File: config.mk
export PLATFORM = sky130hd
export DESIGN_NAME = line_sensor_readout_sequencer
export DESIGN_NICKNAME = d
export VERILOG_FILES = /design/src/lsrs_pkg.sv /design/src/lsrs_cfg.sv /design/src/lsrs_core.sv /design/src/line_sensor_readout_sequencer.sv
export SDC_FILE = /design/constraint.sdc
export NUM_CORES = 1
export LEC_CHECK = 0
export CAP_MARGIN = 20
export CELL_PAD_IN_SITES_DETAIL_PLACEMENT = 1
export CELL_PAD_IN_SITES_GLOBAL_PLACEMENT = 1
export CORE_MARGIN = 4
export CORE_UTILIZATION = 51
export CTS_BUF_LIST = sky130_fd_sc_hd__clkbuf_2 sky130_fd_sc_hd__clkbuf_4 sky130_fd_sc_hd__clkbuf_8
export DETAILED_ROUTE_END_ITERATION = 8
export DONT_BUFFER_PORTS = 1
export PLACE_DENSITY_LB_ADDON = 0.1
export RECOVER_POWER = 100
export SYNTH_ARGS = -nofsm -noshare
export SYNTH_HDL_FRONTEND = slang
export SYNTH_SLANG_ARGS = --single-unit
File: constraint.sdc
create_clock -name clk -period 5.6 [get_ports clk]
set_input_delay 0.84 -clock clk [delete_from_list [all_inputs] [get_ports clk]]
set_output_delay 0.84 -clock clk [all_outputs]
set_load 0.05 [all_outputs]
File: src/lsrs_pkg.sv
// lsrs_pkg: shared types and constants for the line sensor readout sequencer
// used by lsrs_cfg, lsrs_core and line_sensor_readout_sequencer; no dependencies

package lsrs_pkg;

	// default parameter values
	localparam int PIXELS_DEF      = 128;
	localparam int SAMPLE_BITS_DEF = 12;
	localparam int TIMER_BITS_DEF  = 24;

	// fixed field widths
	localparam int CFG_W   = 24;
	localparam int IDX_W   = 7;
	localparam int VALUE_W = 12;
	localparam int CMP_W   = 32;
	localparam int EXT_W   = 32;
	localparam int APB_DW  = 32;
	localparam int APB_AW  = 4;

	// register reset values
	localparam logic [CFG_W-1:0] TRIGGER_HIGH_RST = 24'd960;
	localparam logic [CFG_W-1:0] CLOCK_HALF_RST   = 24'd1600;
	localparam logic [CFG_W-1:0] FRAME_GAP_RST    = 24'd16000;

	// register indexes (paddr[3:2])
	localparam logic [1:0] REG_TRIGGER_HIGH = 2'd0;
	localparam logic [1:0] REG_CLOCK_HALF   = 2'd1;
	localparam logic [1:0] REG_FRAME_GAP    = 2'd2;

	typedef enum logic [2:0] {
		PH_WAIT    = 3'b001,
		PH_TRIGGER = 3'b010,
		PH_RUN     = 3'b100
	} seq_phase_t;

	typedef enum logic [2:0] {
		CK_LOW  = 3'b001,
		CK_RISE = 3'b010,
		CK_HIGH = 3'b100
	} ck_phase_t;

	typedef struct packed {
		logic [CFG_W-1:0] trigger_high_ticks;
		logic [CFG_W-1:0] clock_half_ticks;
		logic [CFG_W-1:0] frame_gap_ticks;
	} cfg_t;

	typedef struct packed {
		logic               frame_done;
		logic [VALUE_W-1:0] pixel_value;
		logic [IDX_W-1:0]   pixel_index;
		logic               pixel_valid;
		logic               clock_level;
		logic               trigger_level;
	} result_t;

endpackage

File: src/lsrs_cfg.sv
// lsrs_cfg: apb register file holding the three timing registers
// depends on lsrs_pkg

module lsrs_cfg (
	input  logic                          clk,
	input  logic                          arst_n,
	input  logic                          psel,
	input  logic                          penable,
	input  logic                          pwrite,
	input  logic [lsrs_pkg::APB_AW-1:0]   paddr,
	input  logic [lsrs_pkg::APB_DW-1:0]   pwdata,
	output logic [lsrs_pkg::APB_DW-1:0]   prdata,
	output logic                          pready,
	output lsrs_pkg::cfg_t                cfg
);

	lsrs_pkg::cfg_t cfg_q;
	logic           wr_en;
	logic [1:0]     reg_idx;

	assign pready  = 1'b1;
	assign wr_en   = psel & penable & pwrite & pready;
	assign reg_idx = paddr[3:2];
	assign cfg     = cfg_q;

	always_ff @(posedge clk or negedge arst_n) begin
		if (!arst_n) begin
			cfg_q.trigger_high_ticks <= lsrs_pkg::TRIGGER_HIGH_RST;
			cfg_q.clock_half_ticks   <= lsrs_pkg::CLOCK_HALF_RST;
			cfg_q.frame_gap_ticks    <= lsrs_pkg::FRAME_GAP_RST;
		end else if (wr_en) begin
			unique case (reg_idx)
				lsrs_pkg::REG_TRIGGER_HIGH: cfg_q.trigger_high_ticks <= pwdata[lsrs_pkg::CFG_W-1:0];
				lsrs_pkg::REG_CLOCK_HALF:   cfg_q.clock_half_ticks   <= pwdata[lsrs_pkg::CFG_W-1:0];
				lsrs_pkg::REG_FRAME_GAP:    cfg_q.frame_gap_ticks    <= pwdata[lsrs_pkg::CFG_W-1:0];
				default: ;
			endcase
		end
	end

	always_comb begin
		unique case (reg_idx)
			lsrs_pkg::REG_TRIGGER_HIGH: prdata = lsrs_pkg::APB_DW'(cfg_q.trigger_high_ticks);
			lsrs_pkg::REG_CLOCK_HALF:   prdata = lsrs_pkg::APB_DW'(cfg_q.clock_half_ticks);
			lsrs_pkg::REG_FRAME_GAP:    prdata = lsrs_pkg::APB_DW'(cfg_q.frame_gap_ticks);
			default:                    prdata = '0;
		endcase
	end

endmodule

File: src/lsrs_core.sv
// lsrs_core: frame sequencer state and its per-tick next-state logic
// depends on lsrs_pkg

module lsrs_core #(
	parameter int PIXELS      = lsrs_pkg::PIXELS_DEF,
	parameter int SAMPLE_BITS = lsrs_pkg::SAMPLE_BITS_DEF,
	parameter int TIMER_BITS  = lsrs_pkg::TIMER_BITS_DEF
) (
	input  logic                   clk,
	input  logic                   arst_n,
	input  logic                   step,
	input  logic [SAMPLE_BITS-1:0] sample,
	input  lsrs_pkg::cfg_t         cfg,
	output lsrs_pkg::result_t      res
);

	localparam int PC_W = $clog2(PIXELS + 2);
	localparam logic [PC_W-1:0] PULSES = PC_W'(PIXELS + 1);

	lsrs_pkg::seq_phase_t seq_q, seq_n;
	lsrs_pkg::ck_phase_t  ck_q, ck_n;
	logic [PC_W-1:0]       pc_q, pc_n, pc_m1;
	logic [TIMER_BITS-1:0] te_q, te_n, ce_q, ce_n, ge_q, ge_n;
	logic                  tout_q, tout_n, cout_q, cout_n;
	logic                  valid, done;
	logic [lsrs_pkg::EXT_W-1:0] idx_ext, val_ext;

	function automatic logic [TIMER_BITS-1:0] sat_inc(input logic [TIMER_BITS-1:0] v);
		return (&v) ? v : v + 1'b1;
	endfunction

	// true when a counter strictly exceeds its register
	function automatic logic over(input logic [TIMER_BITS-1:0] cnt,
		input logic [lsrs_pkg::CFG_W-1:0] lim);
		return lsrs_pkg::CMP_W'(cnt) > lsrs_pkg::CMP_W'(lim);
	endfunction

	assign pc_m1   = pc_q - 1'b1;
	assign idx_ext = lsrs_pkg::EXT_W'(pc_m1);
	assign val_ext = lsrs_pkg::EXT_W'(sample);

	always_comb begin
		seq_n  = seq_q;
		ck_n   = ck_q;
		pc_n   = pc_q;
		tout_n = tout_q;
		cout_n = cout_q;
		valid  = 1'b0;
		done   = 1'b0;
		te_n   = sat_inc(te_q);
		ce_n   = sat_inc(ce_q);
		ge_n   = sat_inc(ge_q);

		if (seq_n == lsrs_pkg::PH_TRIGGER) begin
			tout_n = 1'b1;
			te_n   = '0;
			seq_n  = lsrs_pkg::PH_RUN;
		end
		if (over(te_n, cfg.trigger_high_ticks)) begin
			tout_n = 1'b0;
		end

		if (pc_q < PULSES) begin
			if (seq_n == lsrs_pkg::PH_RUN) begin
				unique case (ck_q)
					lsrs_pkg::CK_RISE: begin
						cout_n = 1'b1;
						ce_n   = '0;
						ck_n   = lsrs_pkg::CK_HIGH;
					end
					lsrs_pkg::CK_HIGH: begin
						// falling edge: sample taken here, the first pulse is a dummy
						if (over(ce_n, cfg.clock_half_ticks)) begin
							valid  = (pc_q != '0);
							cout_n = 1'b0;
							ce_n   = '0;
							ck_n   = lsrs_pkg::CK_LOW;
						end
					end
					lsrs_pkg::CK_LOW: begin
						if (over(ce_n, cfg.clock_half_ticks)) begin
							pc_n = pc_q + 1'b1;
							ck_n = lsrs_pkg::CK_RISE;
						end
					end
					default: ;
				endcase
			end
		end else begin
			if (seq_n == lsrs_pkg::PH_RUN) begin
				ge_n  = '0;
				seq_n = lsrs_pkg::PH_WAIT;
				done  = 1'b1;
				ck_n  = lsrs_pkg::CK_LOW;
			end
			tout_n = 1'b0;
			cout_n = 1'b0;
			if (over(ge_n, cfg.frame_gap_ticks)) begin
				pc_n  = '0;
				seq_n = lsrs_pkg::PH_TRIGGER;
				ck_n  = lsrs_pkg::CK_RISE;
			end
		end
	end

	always_comb begin
		res.trigger_level = tout_n;
		res.clock_level   = cout_n;
		res.pixel_valid   = valid;
		res.pixel_index   = valid ? idx_ext[lsrs_pkg::IDX_W-1:0] : '0;
		res.pixel_value   = valid ? val_ext[lsrs_pkg::VALUE_W-1:0] : '0;
		res.frame_done    = done;
	end

	always_ff @(posedge clk or negedge arst_n) begin
		if (!arst_n) begin
			seq_q  <= lsrs_pkg::PH_TRIGGER;
			ck_q   <= lsrs_pkg::CK_RISE;
			pc_q   <= '0;
			te_q   <= '0;
			ce_q   <= '0;
			ge_q   <= '0;
			tout_q <= 1'b0;
			cout_q <= 1'b0;
		end else if (step) begin
			seq_q  <= seq_n;
			ck_q   <= ck_n;
			pc_q   <= pc_n;
			te_q   <= te_n;
			ce_q   <= ce_n;
			ge_q   <= ge_n;
			tout_q <= tout_n;
			cout_q <= cout_n;
		end
	end

endmodule

File: src/line_sensor_readout_sequencer.sv
// line_sensor_readout_sequencer: top level, stream ports, output register, apb port
// depends on lsrs_pkg, lsrs_cfg and lsrs_core
//
// channel   | signals                        | contents
// ----------+--------------------------------+------------------------------------------
// tick in   | s_tvalid s_tready s_tdata      | one timer tick with the converter sample
// result    | m_tvalid m_tready m_tdata      | pin levels and pixel, one per tick
//           | m_tuser m_tlast                | pixel_valid, frame_done
// config    | psel penable pwrite paddr      | timing registers at 0x0, 0x4, 0x8
//           | pwdata prdata pready           |
//
// each tick is one transfer; a new tick is taken every cycle while the output register can accept a result
// the state update and all counter compares sit between the sequencer state and
// the output register, so the result is registered and appears in the cycle after its tick
// reset starts a frame with the trigger pending and all counters at zero
// a stalled result holds in the output register; ticks are taken only while it can move

module line_sensor_readout_sequencer #(
	parameter int PIXELS      = lsrs_pkg::PIXELS_DEF,
	parameter int SAMPLE_BITS = lsrs_pkg::SAMPLE_BITS_DEF,
	parameter int TIMER_BITS  = lsrs_pkg::TIMER_BITS_DEF
) (
	input  logic                                 clk,
	input  logic                                 arst_n,
	input  logic                                 s_tvalid,
	output logic                                 s_tready,
	input  logic [((SAMPLE_BITS+7)/8)*8-1:0]     s_tdata,  // adc_sample
	output logic                                 m_tvalid,
	input  logic                                 m_tready,
	// trigger_level, clock_level, pixel_index, pixel_value, zero pad
	output logic [23:0]                          m_tdata,
	output logic                                 m_tuser,  // pixel_valid
	output logic                                 m_tlast,  // frame_done
	input  logic                                 psel,
	input  logic                                 penable,
	input  logic                                 pwrite,
	input  logic [lsrs_pkg::APB_AW-1:0]          paddr,
	input  logic [lsrs_pkg::APB_DW-1:0]          pwdata,
	output logic [lsrs_pkg::APB_DW-1:0]          prdata,
	output logic                                 pready
);

	lsrs_pkg::cfg_t    cfg;
	lsrs_pkg::result_t res, res_q;
	logic              m_tvalid_q;
	logic              in_xfer;

	assign s_tready = !m_tvalid_q || m_tready;
	assign in_xfer  = s_tvalid && s_tready;

	lsrs_cfg u_cfg (
		.clk     (clk),
		.arst_n  (arst_n),
		.psel    (psel),
		.penable (penable),
		.pwrite  (pwrite),
		.paddr   (paddr),
		.pwdata  (pwdata),
		.prdata  (prdata),
		.pready  (pready),
		.cfg     (cfg)
	);

	lsrs_core #(
		.PIXELS      (PIXELS),
		.SAMPLE_BITS (SAMPLE_BITS),
		.TIMER_BITS  (TIMER_BITS)
	) u_core (
		.clk    (clk),
		.arst_n (arst_n),
		.step   (in_xfer),
		.sample (s_tdata[SAMPLE_BITS-1:0]),
		.cfg    (cfg),
		.res    (res)
	);

	always_ff @(posedge clk or negedge arst_n) begin
		if (!arst_n) begin
			m_tvalid_q <= 1'b0;
		end else if (in_xfer) begin
			m_tvalid_q <= 1'b1;
		end else if (m_tready) begin
			m_tvalid_q <= 1'b0;
		end
	end

	always_ff @(posedge clk) begin
		if (in_xfer) begin
			res_q <= res;
		end
	end

	assign m_tvalid = m_tvalid_q;
	assign m_tdata  = {3'b000, res_q.pixel_value, res_q.pixel_index,
		res_q.clock_level, res_q.trigger_level};
	assign m_tuser  = res_q.pixel_valid;
	assign m_tlast  = res_q.frame_done;

endmodule
==> metrics.txt, run 1 <==
Highest Clock Rate 194.6 MHz; Min-Delay Path Class primary input to asynchronous set/reset pin; Hold WS ~0.048 ns; full die area approximately 26000 µm²; Routed WL about 33000 µm; TritonRoute pass-1 iters 4; post-DP HPWL between 20000 and 25000 µm; final setup fails 0; 1st-iter DRT viols roughly 600; number of I/O pins 120; Layout Skew around 0.024 ns; Worst Path Required roughly 6.0 ns; Setup Buffers After CTS 0; main flop type after synthesis dfrtp_1; Mapped Area approximately 12000 µm²; grt total ovfl 0; top-count cell post-synth nand2_1; CP max stage cell dfrtp_1; RSZ-0062 raised after global routing no; Async S/R FF share, synth between 80% and 90%; outcome finished, violations left; gpl congestion 0.8522; Yosys top cell by area dfrtp_1; startpoint types register; Max Transition Viols Final 211; Seq/Total Area, Yosys around 40%; largest net degree at the start of global routing between 150 and 200; post-layout min period approximately 5 ns; Avg Cell Area, Syn 8.760 µm²; CTS Root Cell clkbuf_8; Layout area overhead 4.264%; R2R cell count 18; initial antenna violation count 0; Post-layout nets between 1000 and 1500; Max IR drop VDD 0.1600 mV; TritonCTS clock tree yes; max_cap viols 28; Max-Slew Margin vs Limit -66.58%; routed via count about 9400; DRC 0; Tcrit/Tclk final around 90%; synth unique cells between 70 and 80; Yosys reg bits 184; Total GRT Usage approximately a quarter; fillcell total roughly 2700; Mapped Cells between 1000 and 1500; std cell rows 55; P_leak 5.376 nW; synth cell count leaders nand2_1, dfrtp_1, nor2_1; chip height between 150 and 200 µm; number of global-route vias before repair 9829; worst slew pin tran 2.499 ns; Post-Route Setup TNS 0 ns; share of layout cells above drive strength 1 between 7 and 8%; first-pass GRT wire length around 53000 µm; average wire per standard cell between 20 and 25 µm; kind of end point of the critical path register; synth top area cells dfrtp_1, ha_1, nand2_1; failing checks max-capacitance violations, max-slew violations; RR Endpoint m_tdata[14]$_SDFFCE_PN0P_; FF-to-FF setup slack approximately 0.46 ns; yosys synthesis warning count 0; clk buf depth 2; Num CTS Buffers 17; crit path cell chain ha_1 > and2_0 > nor3b_1 > a31oi_1 > nand3_1 > nor2_1 > nand3_1 > xnor2_1 > ha_1 > nand4_1 > nor3_1 > a22oi_1 > and3_1 > a21oi_1 > nand4_1 > or2_0 > inv_1 > and2_0; Worst EP arrival roughly 5.5 ns; Crit Path Category register to register; Clock Sink Count between 150 and 200; Crit Path Max Fanout 13; area fraction of the dominant cell type after synthesis a little under a third; chip width around 160 µm; EDFF count, synth 23; initial core utilization 52.08%; clock slew at reported path FFs ~0.1 ns; Post-DRT Antenna Nets 0; Worst-Skew Late Latency about 0.5 ns; total core area between 20000 and 25000 µm²; H-tree depth 4; Worst path max stage delay around 0.45 ns; Hold Vio Cnt, Final 0; pwr/cell area 306.2 nW/µm²; Vias per Instance approximately 5.8; IO Port Bufs 0; Critical R2R Launch u_core.ce_q[0]$_DFFE_PN0P_
==> registers in the layout, summed over array words and instances (netlist names) <==
| signal | count |
|---|---|
| u_cfg.cfg | 72 |
| u_core.tout_q | 1 |
| u_core.pc_q | 8 |
| u_core.te_q | 24 |
| m_tuser | 1 |
| u_core.ce_q | 24 |
| u_core.seq_q | 3 |
| m_tvalid | 1 |
| m_tdata | 21 |
| u_core.ge_q | 24 |
| u_core.ck_q | 3 |
| u_core.cout_q | 1 |
| m_tlast | 1 |
==> area by class of cell <==
type,instances,area [µm²],share of cell area (%)
inverters,81,304.0,2.466
clock inverters,13,160.2,1.299
multi-input cells,1017,6412,52.00
diodes,1,2.502,0.02029
clock buffers,19,252.7,2.050
well taps,285,356.6,2.892
flip-flops and latches,184,4738,38.43
repair buffers,17,103.9,0.8422
==> cell families (layout without fill, tap and decap cells) <==
group,after synthesis,count (layout),share of synthesized area [%]
compound gates,258,258,12.72
xor+xnor,97,97,7.184
other cells,2,13,0.06350
flops,184,184,40.07
mux,54,54,4.856
fa+ha+maj,78,78,8.252
buf+inv,159,130,5.777
simple gates,518,518,21.09
==> cells in the final DEF, fill, tap and decap left out, types with 6 or more instances in the layout <==
cell,instances
a21o_1,8
a21oi_1,57
and2_0,6
and2_1,16
and3_1,18
and4_1,14
buf_4,7
clkbuf_1,7
clkbuf_8,18
conb_1,12
dfrtp_1,146
dfstp_2,15
edfxtp_1,23
ha_1,78
inv_1,81
mux2_2,27
mux2i_1,27
nand2_1,200
nand2b_1,8
nand3_1,44
nand4_1,23
nor2_1,134
nor2b_1,6
nor3_1,13
o21ai_0,133
o31ai_1,20
or3_1,6
xnor2_1,52
xor2_1,45
==> metal layers <==
metal	global-route usage, %	vias up	wire (µm)
met3	4.310	36	1395
met1	35.30	4701	14750
li1	-	4536	-
met2	43.18	140	15980
met5	0	-	0
met4	8.135	0	804
==> worst max-delay path, delay by kind of cell (launching register included) <==
family,cells,cell delay (ns)
adders and majority gates,2,0.55
and+or+nand+nor,11,2.70
DFF,1,0.45
AOI/OAI and AO/OA,3,0.82
xor gates and xnor gates,1,0.16
buffers and inverters,1,0.31
==> stage by stage <==
step / total power [mW] / instances / area (µm²) / worst slack, ns / util [%]
floorplan: 2.528 / 1360 / 11860 / 1.616 / -
global placement: 2.745 / 1580 / 11960 / 0.7045 / 52.67
detailed placement: 2.808 / 1580 / 11960 / 0.6373 / 52.67
CTS: 3.797 / 1614 / 12390 / 0.5381 / 54.58
global route: 4.016 / 1616 / 12330 / 0.08501 / 54.29
finish: 3.775 / 1617 / 12330 / 0.4616 / 54.30
==> power breakdown <==
part	internal (mW)	leakage (nW)	switching, mW	total (mW)
clock network	0.425	0.211	0.560	0.985
registers	1.56	2.24	0.213	1.78
logic	0.359	2.92	0.654	1.01
==> timing repair <==
action                     in CTS  in global routing
hold endpoints to repair        2                 24
hold buffers                    2                  2
setup endpoints to repair       0                  1
gates resized for setup         0                  1
==> worst max-delay path by stage <==
stage / end / slack [ns] / startpoint
after global placement: u_core.pc_q[6]$_DFFE_PN0P_ / 0.70 / u_core.ge_q[0]$_DFFE_PN0P_
after global routing: m_tdata[20]$_SDFFCE_PN0P_ / 0.09 / u_core.ce_q[0]$_DFFE_PN0P_
after floorplan: u_core.ck_q[2]$_DFFE_PN0P_ / 1.62 / u_core.ge_q[0]$_DFFE_PN0P_
final: m_tdata[14]$_SDFFCE_PN0P_ / 0.46 / u_core.ce_q[0]$_DFFE_PN0P_
after CTS: u_core.pc_q[4]$_DFFE_PN0P_ / 0.54 / u_core.ge_q[0]$_DFFE_PN0P_
after detailed placement: u_core.pc_q[7]$_DFFE_PN0P_ / 0.64 / u_core.ge_q[0]$_DFFE_PN0P_
Power figures use the tool's default switching activity.
==> run 2, diff against run 1 <==
Settings changed: REMOVE_ABC_BUFFERS set to 1.
==> run 2 against run 1 <==
The flow still finishes with violations (max-capacitance violations, max-slew violations). Hold slack lost 0.0069 ns. Highest routed layer unchanged. Non-clock buffer count decreased by 5. Via count is 0.21% lower. Final area is 0.57% lower.
==> metrics.txt, run 2 (synthesized netlist as in run 1, its figures left out) <==
outcome finished, violations left (unchanged); failing checks max-capacitance violations, max-slew violations (unchanged); RSZ-0062 raised after global routing no (unchanged); Worst Path Required 5.93 ns (was 5.96 ns); Post-Route Setup TNS 0 ns (unchanged); chip height 160.3 µm (unchanged); Layout area overhead 3.671% (was 4.264%); CTS resizes 0 (unchanged); most common cell after layout, fill and taps aside nand2_1 (unchanged); P_leak 5.338 nW (was 5.376 nW); full die area 25690 µm² (unchanged); H-tree depth 4 (unchanged); Crit path max-delay family simple AND/OR/NAND/NOR gates (unchanged); 1st-iter DRT viols 437 (was 606); average wire per standard cell 20.09 µm (was 20.36 µm); Min-Delay Path Class primary input to asynchronous set/reset pin (unchanged); CTS Root Cell clkbuf_8 (unchanged); stages on the worst setup path 20 (was 18); post-layout min period 5.011 ns (was 5.138 ns); chip width 160.3 µm (unchanged); number of global-route vias before repair 9815 (was 9829); FF-to-FF setup slack 0.59 ns (was 0.46 ns); Pwr Total 3.661 mW (was 3.775 mW); Vias per Instance 5.831 (was 5.821); Max Transition Viols Final 195 (was 211); Gate power share 27.0% (was 26.8%); pre-CTS WS 0.6199 ns (was 0.6373 ns); routed via count 9393 (was 9413); largest net degree at the start of global routing 162 (was 159); Setup Buffers After CTS 0 (unchanged); R2R cell count 20 (was 18); Clock Sink Count 184 (unchanged); Top cell by count, worst path nand4_1; clock slew at reported path FFs 0.11 ns (was 0.10 ns); Max-Slew Margin vs Limit -84.03% (was -66.58%); Crit Path Max Fanout 12 (was 13); number of I/O pins 120 (unchanged); initial antenna violation count 0 (unchanged); first-pass GRT wire length 52940 µm (was 53480 µm); post-DP HPWL 23590 µm (was 23860 µm); gpl congestion 0.8621 (was 0.8522); switching pwr 1.371 mW (was 1.427 mW); crit path cell chain ha_1 > and3_1 > and3_1 > nand4_1 > buf_4 > nand4_1 > nor2_1 > nand2_1 > xor2_1 > nor2_1 > ha_1 > nand4_1 > nor4_1 > o311ai_0 > a31oi_1 > buf_4 > o21ai_2 > nor3_1 > xnor2_1 > a21oi_1 (was ha_1 > and2_0 > nor3b_1 > a31oi_1 > nand3_1 > nor2_1 > nand3_1 > xnor2_1 > ha_1 > nand4_1 > nor3_1 > a22oi_1 > and3_1 > a21oi_1 > nand4_1 > or2_0 > inv_1 > and2_0); kind of end point of the critical path register (unchanged); multi-input logic area 6420 µm² (was 6412 µm²); Post-layout nets 1450 (was 1455); Layout Skew 0.02252 ns (was 0.02449 ns); sequential cell area 4738 µm² (unchanged); Num CTS Buffers 17 (unchanged); initial core utilization 52.08% (unchanged); Setup WS post-layout 0.5893 ns (was 0.4616 ns); Total GRT Usage 25.54% (was 26.10%); IO Port Bufs 0 (unchanged); total internal power 2.290 mW (was 2.348 mW); final setup fails 0 (unchanged); number of flip-flops in the largest register 72 (unchanged); Worst-Skew Late Latency 0.48 ns (was 0.50 ns); total core area 22710 µm² (unchanged); grt total ovfl 0 (unchanged); max_cap viols 28 (unchanged); Worst path max stage delay 0.62 ns (was 0.45 ns); Bufs and invs on worst path 2 (was 1); Hold WS 0.04158 ns (was 0.04846 ns); Crit Path Category register to register (unchanged); Routed WL 32360 µm (was 32930 µm); Max IR drop VDD 0.1906 mV (was 0.1600 mV); TritonCTS clock tree yes (unchanged); Ant. Diodes 0 (was 1); DRC 0 (unchanged); most frequent cells in the layout nand2_1, dfrtp_1, o21ai_0, nor2_1, inv_1 (was nand2_1, dfrtp_1, nor2_1); clock share of power 24.3% (was 26.1%); Post-DRT Antenna Nets 0 (unchanged); CTS Hold Bufs 0 (was 2); startpoint types register (unchanged); Flop pwr share 48.7% (was 47.1%); clk buf depth 2 (unchanged); Worst EP arrival 5.34 ns (was 5.50 ns); Hold Vio Cnt, Final 0 (unchanged); share of layout cells above drive strength 1 7.994% (was 7.739%); Sw Ratio 37.44% (was 37.79%); TritonRoute pass-1 iters 5 (was 4); worst slew pin tran 2.761 ns (was 2.499 ns); CP max stage cell nor4_1 (was dfrtp_1); std cell rows 55 (unchanged); fillcell total 2696 (was 2712); Tcrit/Tclk final 89.48% (was 91.76%); pwr/cell area 298.6 nW/µm² (was 306.2 nW/µm²); Highest Clock Rate 199.6 MHz (was 194.6 MHz)
[run 2: cell count changes in the layout (fill, tap and decap cells not counted), sizes merged]
| cell | delta |
|---|---|
| clkbuf | -3 |
| clkinv | +3 |
| inv | -3 |
| dlygate4sd3 | -2 |
| bufinv | -1 |
| clkinvlp | +1 |
| diode | -1 |
[run 2: metal layers]
layer  routed length [µm]  track usage (%)  vias up
met5                    0                0        -
met4                  607            6.179        0
met3                 1195            4.155       32
met2                15860            43.51      155
met1                14700            34.22     4688
li1                     -                -     4518
[run 2: final timing paths]
path                                             from                           to
setup / recovery           u_core.ge_q[0]$_DFFE_PN0P_   u_core.pc_q[6]$_DFFE_PN0P_
hold / removal                                 arst_n  u_core.ce_q[21]$_DFFE_PN0P_
setup reg to reg           u_core.ge_q[0]$_DFFE_PN0P_   u_core.pc_q[6]$_DFFE_PN0P_
hold reg to reg            u_core.ck_q[1]$_DFFE_PN1P_   u_core.ck_q[1]$_DFFE_PN1P_
max in group asynchronous                      arst_n    u_cfg.cfg[34]$_DFFE_PN1P_
min in group clk                             s_tvalid         m_tvalid$_DFFE_PN0P_
[run 2: area by class of cell]
| cell class | instances | area share [%] |
|---|---|---|
| timing repair buffer | 12 | 0.5919 |
| sequential | 184 | 38.65 |
| multi-input combinational | 1017 | 52.36 |
| inverter | 81 | 2.480 |
| clock buffer | 19 | 2.031 |
| tap | 285 | 2.908 |
| clock inverter | 13 | 0.9797 |
[run 2: power by group through the flow]
stage / clock (mW) / sequential [mW] / combinational (mW)
2_1_floorplan: 0 / 1.74 / 0.763
3_3_place_gp: 0 / 1.79 / 0.945
3_5_place_dp: 0 / 1.81 / 0.992
4_1_cts: 0.907 / 1.78 / 1.01
5_1_grt: 0.965 / 1.81 / 1.12
6_report: 0.891 / 1.78 / 0.987
[run 2: per-stage QoR]
step	instance area (µm²)	std cells	util [%]
floorplan	11480	1282	-
global placement	11950	1579	52.64
detailed placement	11950	1579	52.64
CTS	12320	1611	54.26
global route	12260	1611	53.99
finish	12260	1611	53.99
==> run 3, diff against run 2 <==
Settings changed: BUFFER_PORTS_ARGS set to -buffer_cell sky130_fd_sc_hd__buf_4, CORE_UTILIZATION 51 to 47, DONT_BUFFER_PORTS 1 to unset.
==> run 3 against run 2 <==
The run still ends with max-capacitance violations, max-slew violations left. Final cell count is 8.4% higher. Maximum frequency is 1.3% lower. Core utilization is 1.7 points lower. Final area is 4.6% higher. Clock skew is 0.0034 ns lower. Sequential share of layout area is 1.7 points lower. Largest power group unchanged. Highest routed layer unchanged.
==> metrics.txt, run 3 (synthesized netlist as in run 1, its figures left out) <==
CTS Root Cell clkbuf_8 (unchanged); Crit Path Category register to register (unchanged); Max Transition Viols Final 178 (was 195); Min-Delay Path Class register to register (was primary input to asynchronous set/reset pin); outcome finished, violations left (unchanged); Layout Skew 0.01908 ns (was 0.02252 ns); TritonRoute pass-1 iters 5 (unchanged); number of flip-flops in the largest register 72 (unchanged); Setup WS post-layout 0.5248 ns (was 0.5893 ns); worst slew pin tran 4.492 ns (was 2.761 ns); Worst EP arrival 5.39 ns (was 5.34 ns); pre-CTS WS 0.6637 ns (was 0.6199 ns); Vias per Instance 5.632 (was 5.831); H-tree depth 4 (unchanged); initial core utilization 48.20% (was 52.08%); std cell rows 57 (was 55); Num CTS Buffers 17 (unchanged); CTS Hold Bufs 0 (unchanged); pwr/cell area 291.2 nW/µm² (was 298.6 nW/µm²); RSZ-0062 raised after global routing no (unchanged); Total GRT Usage 24.39% (was 25.54%); chip width 166.6 µm (was 160.3 µm); Post-DRT Antenna Nets 0 (unchanged); 1st-iter DRT viols 511 (was 437); Clock Sink Count 184 (unchanged); final setup fails 0 (unchanged); Max IR drop VDD 0.1771 mV (was 0.1906 mV); IO Port Bufs 93 (was 0); Layout area overhead 8.422% (was 3.671%); Min-Delay Endpoint u_core.ck_q[1]$_DFFE_PN1P_; Highest Clock Rate 197.0 MHz (was 199.6 MHz); Worst Path Required 5.92 ns (was 5.93 ns); initial antenna violation count 0 (unchanged); Max-Slew Margin vs Limit -199.5% (was -84.03%); max_cap viols 4 (was 28); clk buf depth 2 (unchanged); Worst-Skew Late Latency 0.47 ns (was 0.48 ns); hold depth 2; Pwr Total 3.734 mW (was 3.661 mW); FF-to-FF setup slack 0.52 ns (was 0.59 ns); fillcell total 2949 (was 2696); routed via count 9833 (was 9393); Critical R2R Launch u_core.ge_q[0]$_DFFE_PN0P_ (unchanged); hold path start u_core.ck_q[1]$_DFFE_PN1P_; Routed WL 33640 µm (was 32360 µm); most common cell after layout, fill and taps aside nand2_1 (unchanged); CTS resizes 0 (unchanged); number of I/O pins 120 (unchanged); Setup Buffers After CTS 0 (unchanged); most frequent cells in the layout nand2_1, dfrtp_1, o21ai_0 (was nand2_1, dfrtp_1, o21ai_0, nor2_1, inv_1); chip height 166.6 µm (was 160.3 µm); average wire per standard cell 19.26 µm (was 20.09 µm); R2R cell count 19 (was 20); failing checks max-capacitance violations, max-slew violations (unchanged); gpl congestion 0.8413 (was 0.8621); first-pass GRT wire length 55150 µm (was 52940 µm); share of layout cells above drive strength 1 10.20% (was 7.994%); RR Endpoint u_core.pc_q[6]$_DFFE_PN0P_ (unchanged); startpoint types register (unchanged); post-layout min period 5.075 ns (was 5.011 ns); Post-Route Setup TNS 0 ns (unchanged); number of global-route vias before repair 10240 (was 9815); clock slew at reported path FFs 0.10 ns (was 0.11 ns); Tcrit/Tclk final 90.63% (was 89.48%); Crit Path Max Fanout 13 (was 12); Ant. Diodes 0 (unchanged); grt total ovfl 0 (unchanged); P_leak 5.608 nW (was 5.338 nW); full die area 27760 µm² (was 25690 µm²); DRC 0 (unchanged); Post-layout nets 1547 (was 1450); largest net degree at the start of global routing 76 (was 162); kind of end point of the critical path register (unchanged); post-DP HPWL 24980 µm (was 23590 µm); Hold Vio Cnt, Final 0 (unchanged); total core area 24530 µm² (was 22710 µm²); TritonCTS clock tree yes (unchanged)
==> run 3: cell count changes in the layout (fill, tap and decap cells not counted), sizes merged <==
cell,before,now
clkbuf,24,81
inv,84,88
clkinv,7,1
bufinv,1,0
buf,7,49
==> run 3: how the worst max path moves through the flow <==
stage	end	slack (ns)	cells past startpoint	startpoint
CTS	u_core.pc_q[6]$_DFFE_PN0P_	0.64	20	u_core.ge_q[0]$_DFFE_PN0P_
global placement	u_core.pc_q[3]$_DFFE_PN0P_	0.80	20	u_core.ge_q[0]$_DFFE_PN0P_
global route	u_cfg.cfg[31]$_DFFE_PN0P_	0.1	2	arst_n
detailed placement	u_core.pc_q[6]$_DFFE_PN0P_	0.66	20	u_core.ge_q[0]$_DFFE_PN0P_
floorplan	u_core.ge_q[12]$_DFFE_PN0P_	0.84	6	m_tready
finish	u_core.pc_q[6]$_DFFE_PN0P_	0.52	19	u_core.ge_q[0]$_DFFE_PN0P_
==> run 3: layout make-up <==
class	instances	area, µm²	area share, %
inverters	81	304.0	2.371
clock inverters	10	82.58	0.6440
repair buffers	109	601.8	4.694
well taps	324	405.4	3.162
multi-input cells	1017	6407	49.97
flip-flops and latches	184	4738	36.95
clock buffers	21	282.8	2.205
==> run 3: metal layers <==
layer,track usage [%],wire length (µm),vias to the layer above,share of wire [%]
li1,-,-,4719,-
met1,31.47,15120,4919,45
met2,42.79,16760,154,50
met3,3.389,940,41,2.8
met4,7.257,812,0,2.4
met5,0,0,-,0
==> run 3: report_power, final <==
part           internal (mW)  total, mW  switching (mW)
logic                  0.394       1.10           0.708
registers               1.56       1.75           0.187
clock network          0.356      0.882           0.526
total                   2.31       3.73            1.42
==> run 3: metrics by stage <==
| step | std cells | cell area [µm²] | hold slack, ns | util, % |
|---|---|---|---|---|
| after floorplan | 1282 | 11480 | 0.4585 | - |
| after detailed placement | 1714 | 12730 | 0.4842 | 51.88 |
| after global routing | 1746 | 12820 | 0.5174 | 52.26 |
| after CTS | 1745 | 13090 | 0.4165 | 53.37 |
| final | 1746 | 12820 | 0.4982 | 52.26 |
| after global placement | 1714 | 12730 | 0.4763 | 51.88 |
==> run 3: worst max-delay path: stages, from the launching register on <==
cell and delay, ns:
dfrtp_1 0.45, ha_1 0.26, and3_1 0.21, and3_1 0.25, nand4_1 0.12, buf_4 0.20, nand2_1 0.23, nor4_1 0.56
xnor2_1 0.19, nor2_1 0.07, ha_1 0.39, nand4_1 0.19, nor4_1 0.49, o311ai_0 0.22, a31oi_1 0.21, buf_4 0.22
o21ai_2 0.11, nor3_1 0.33, xnor2_1 0.16, a21oi_1 0.05
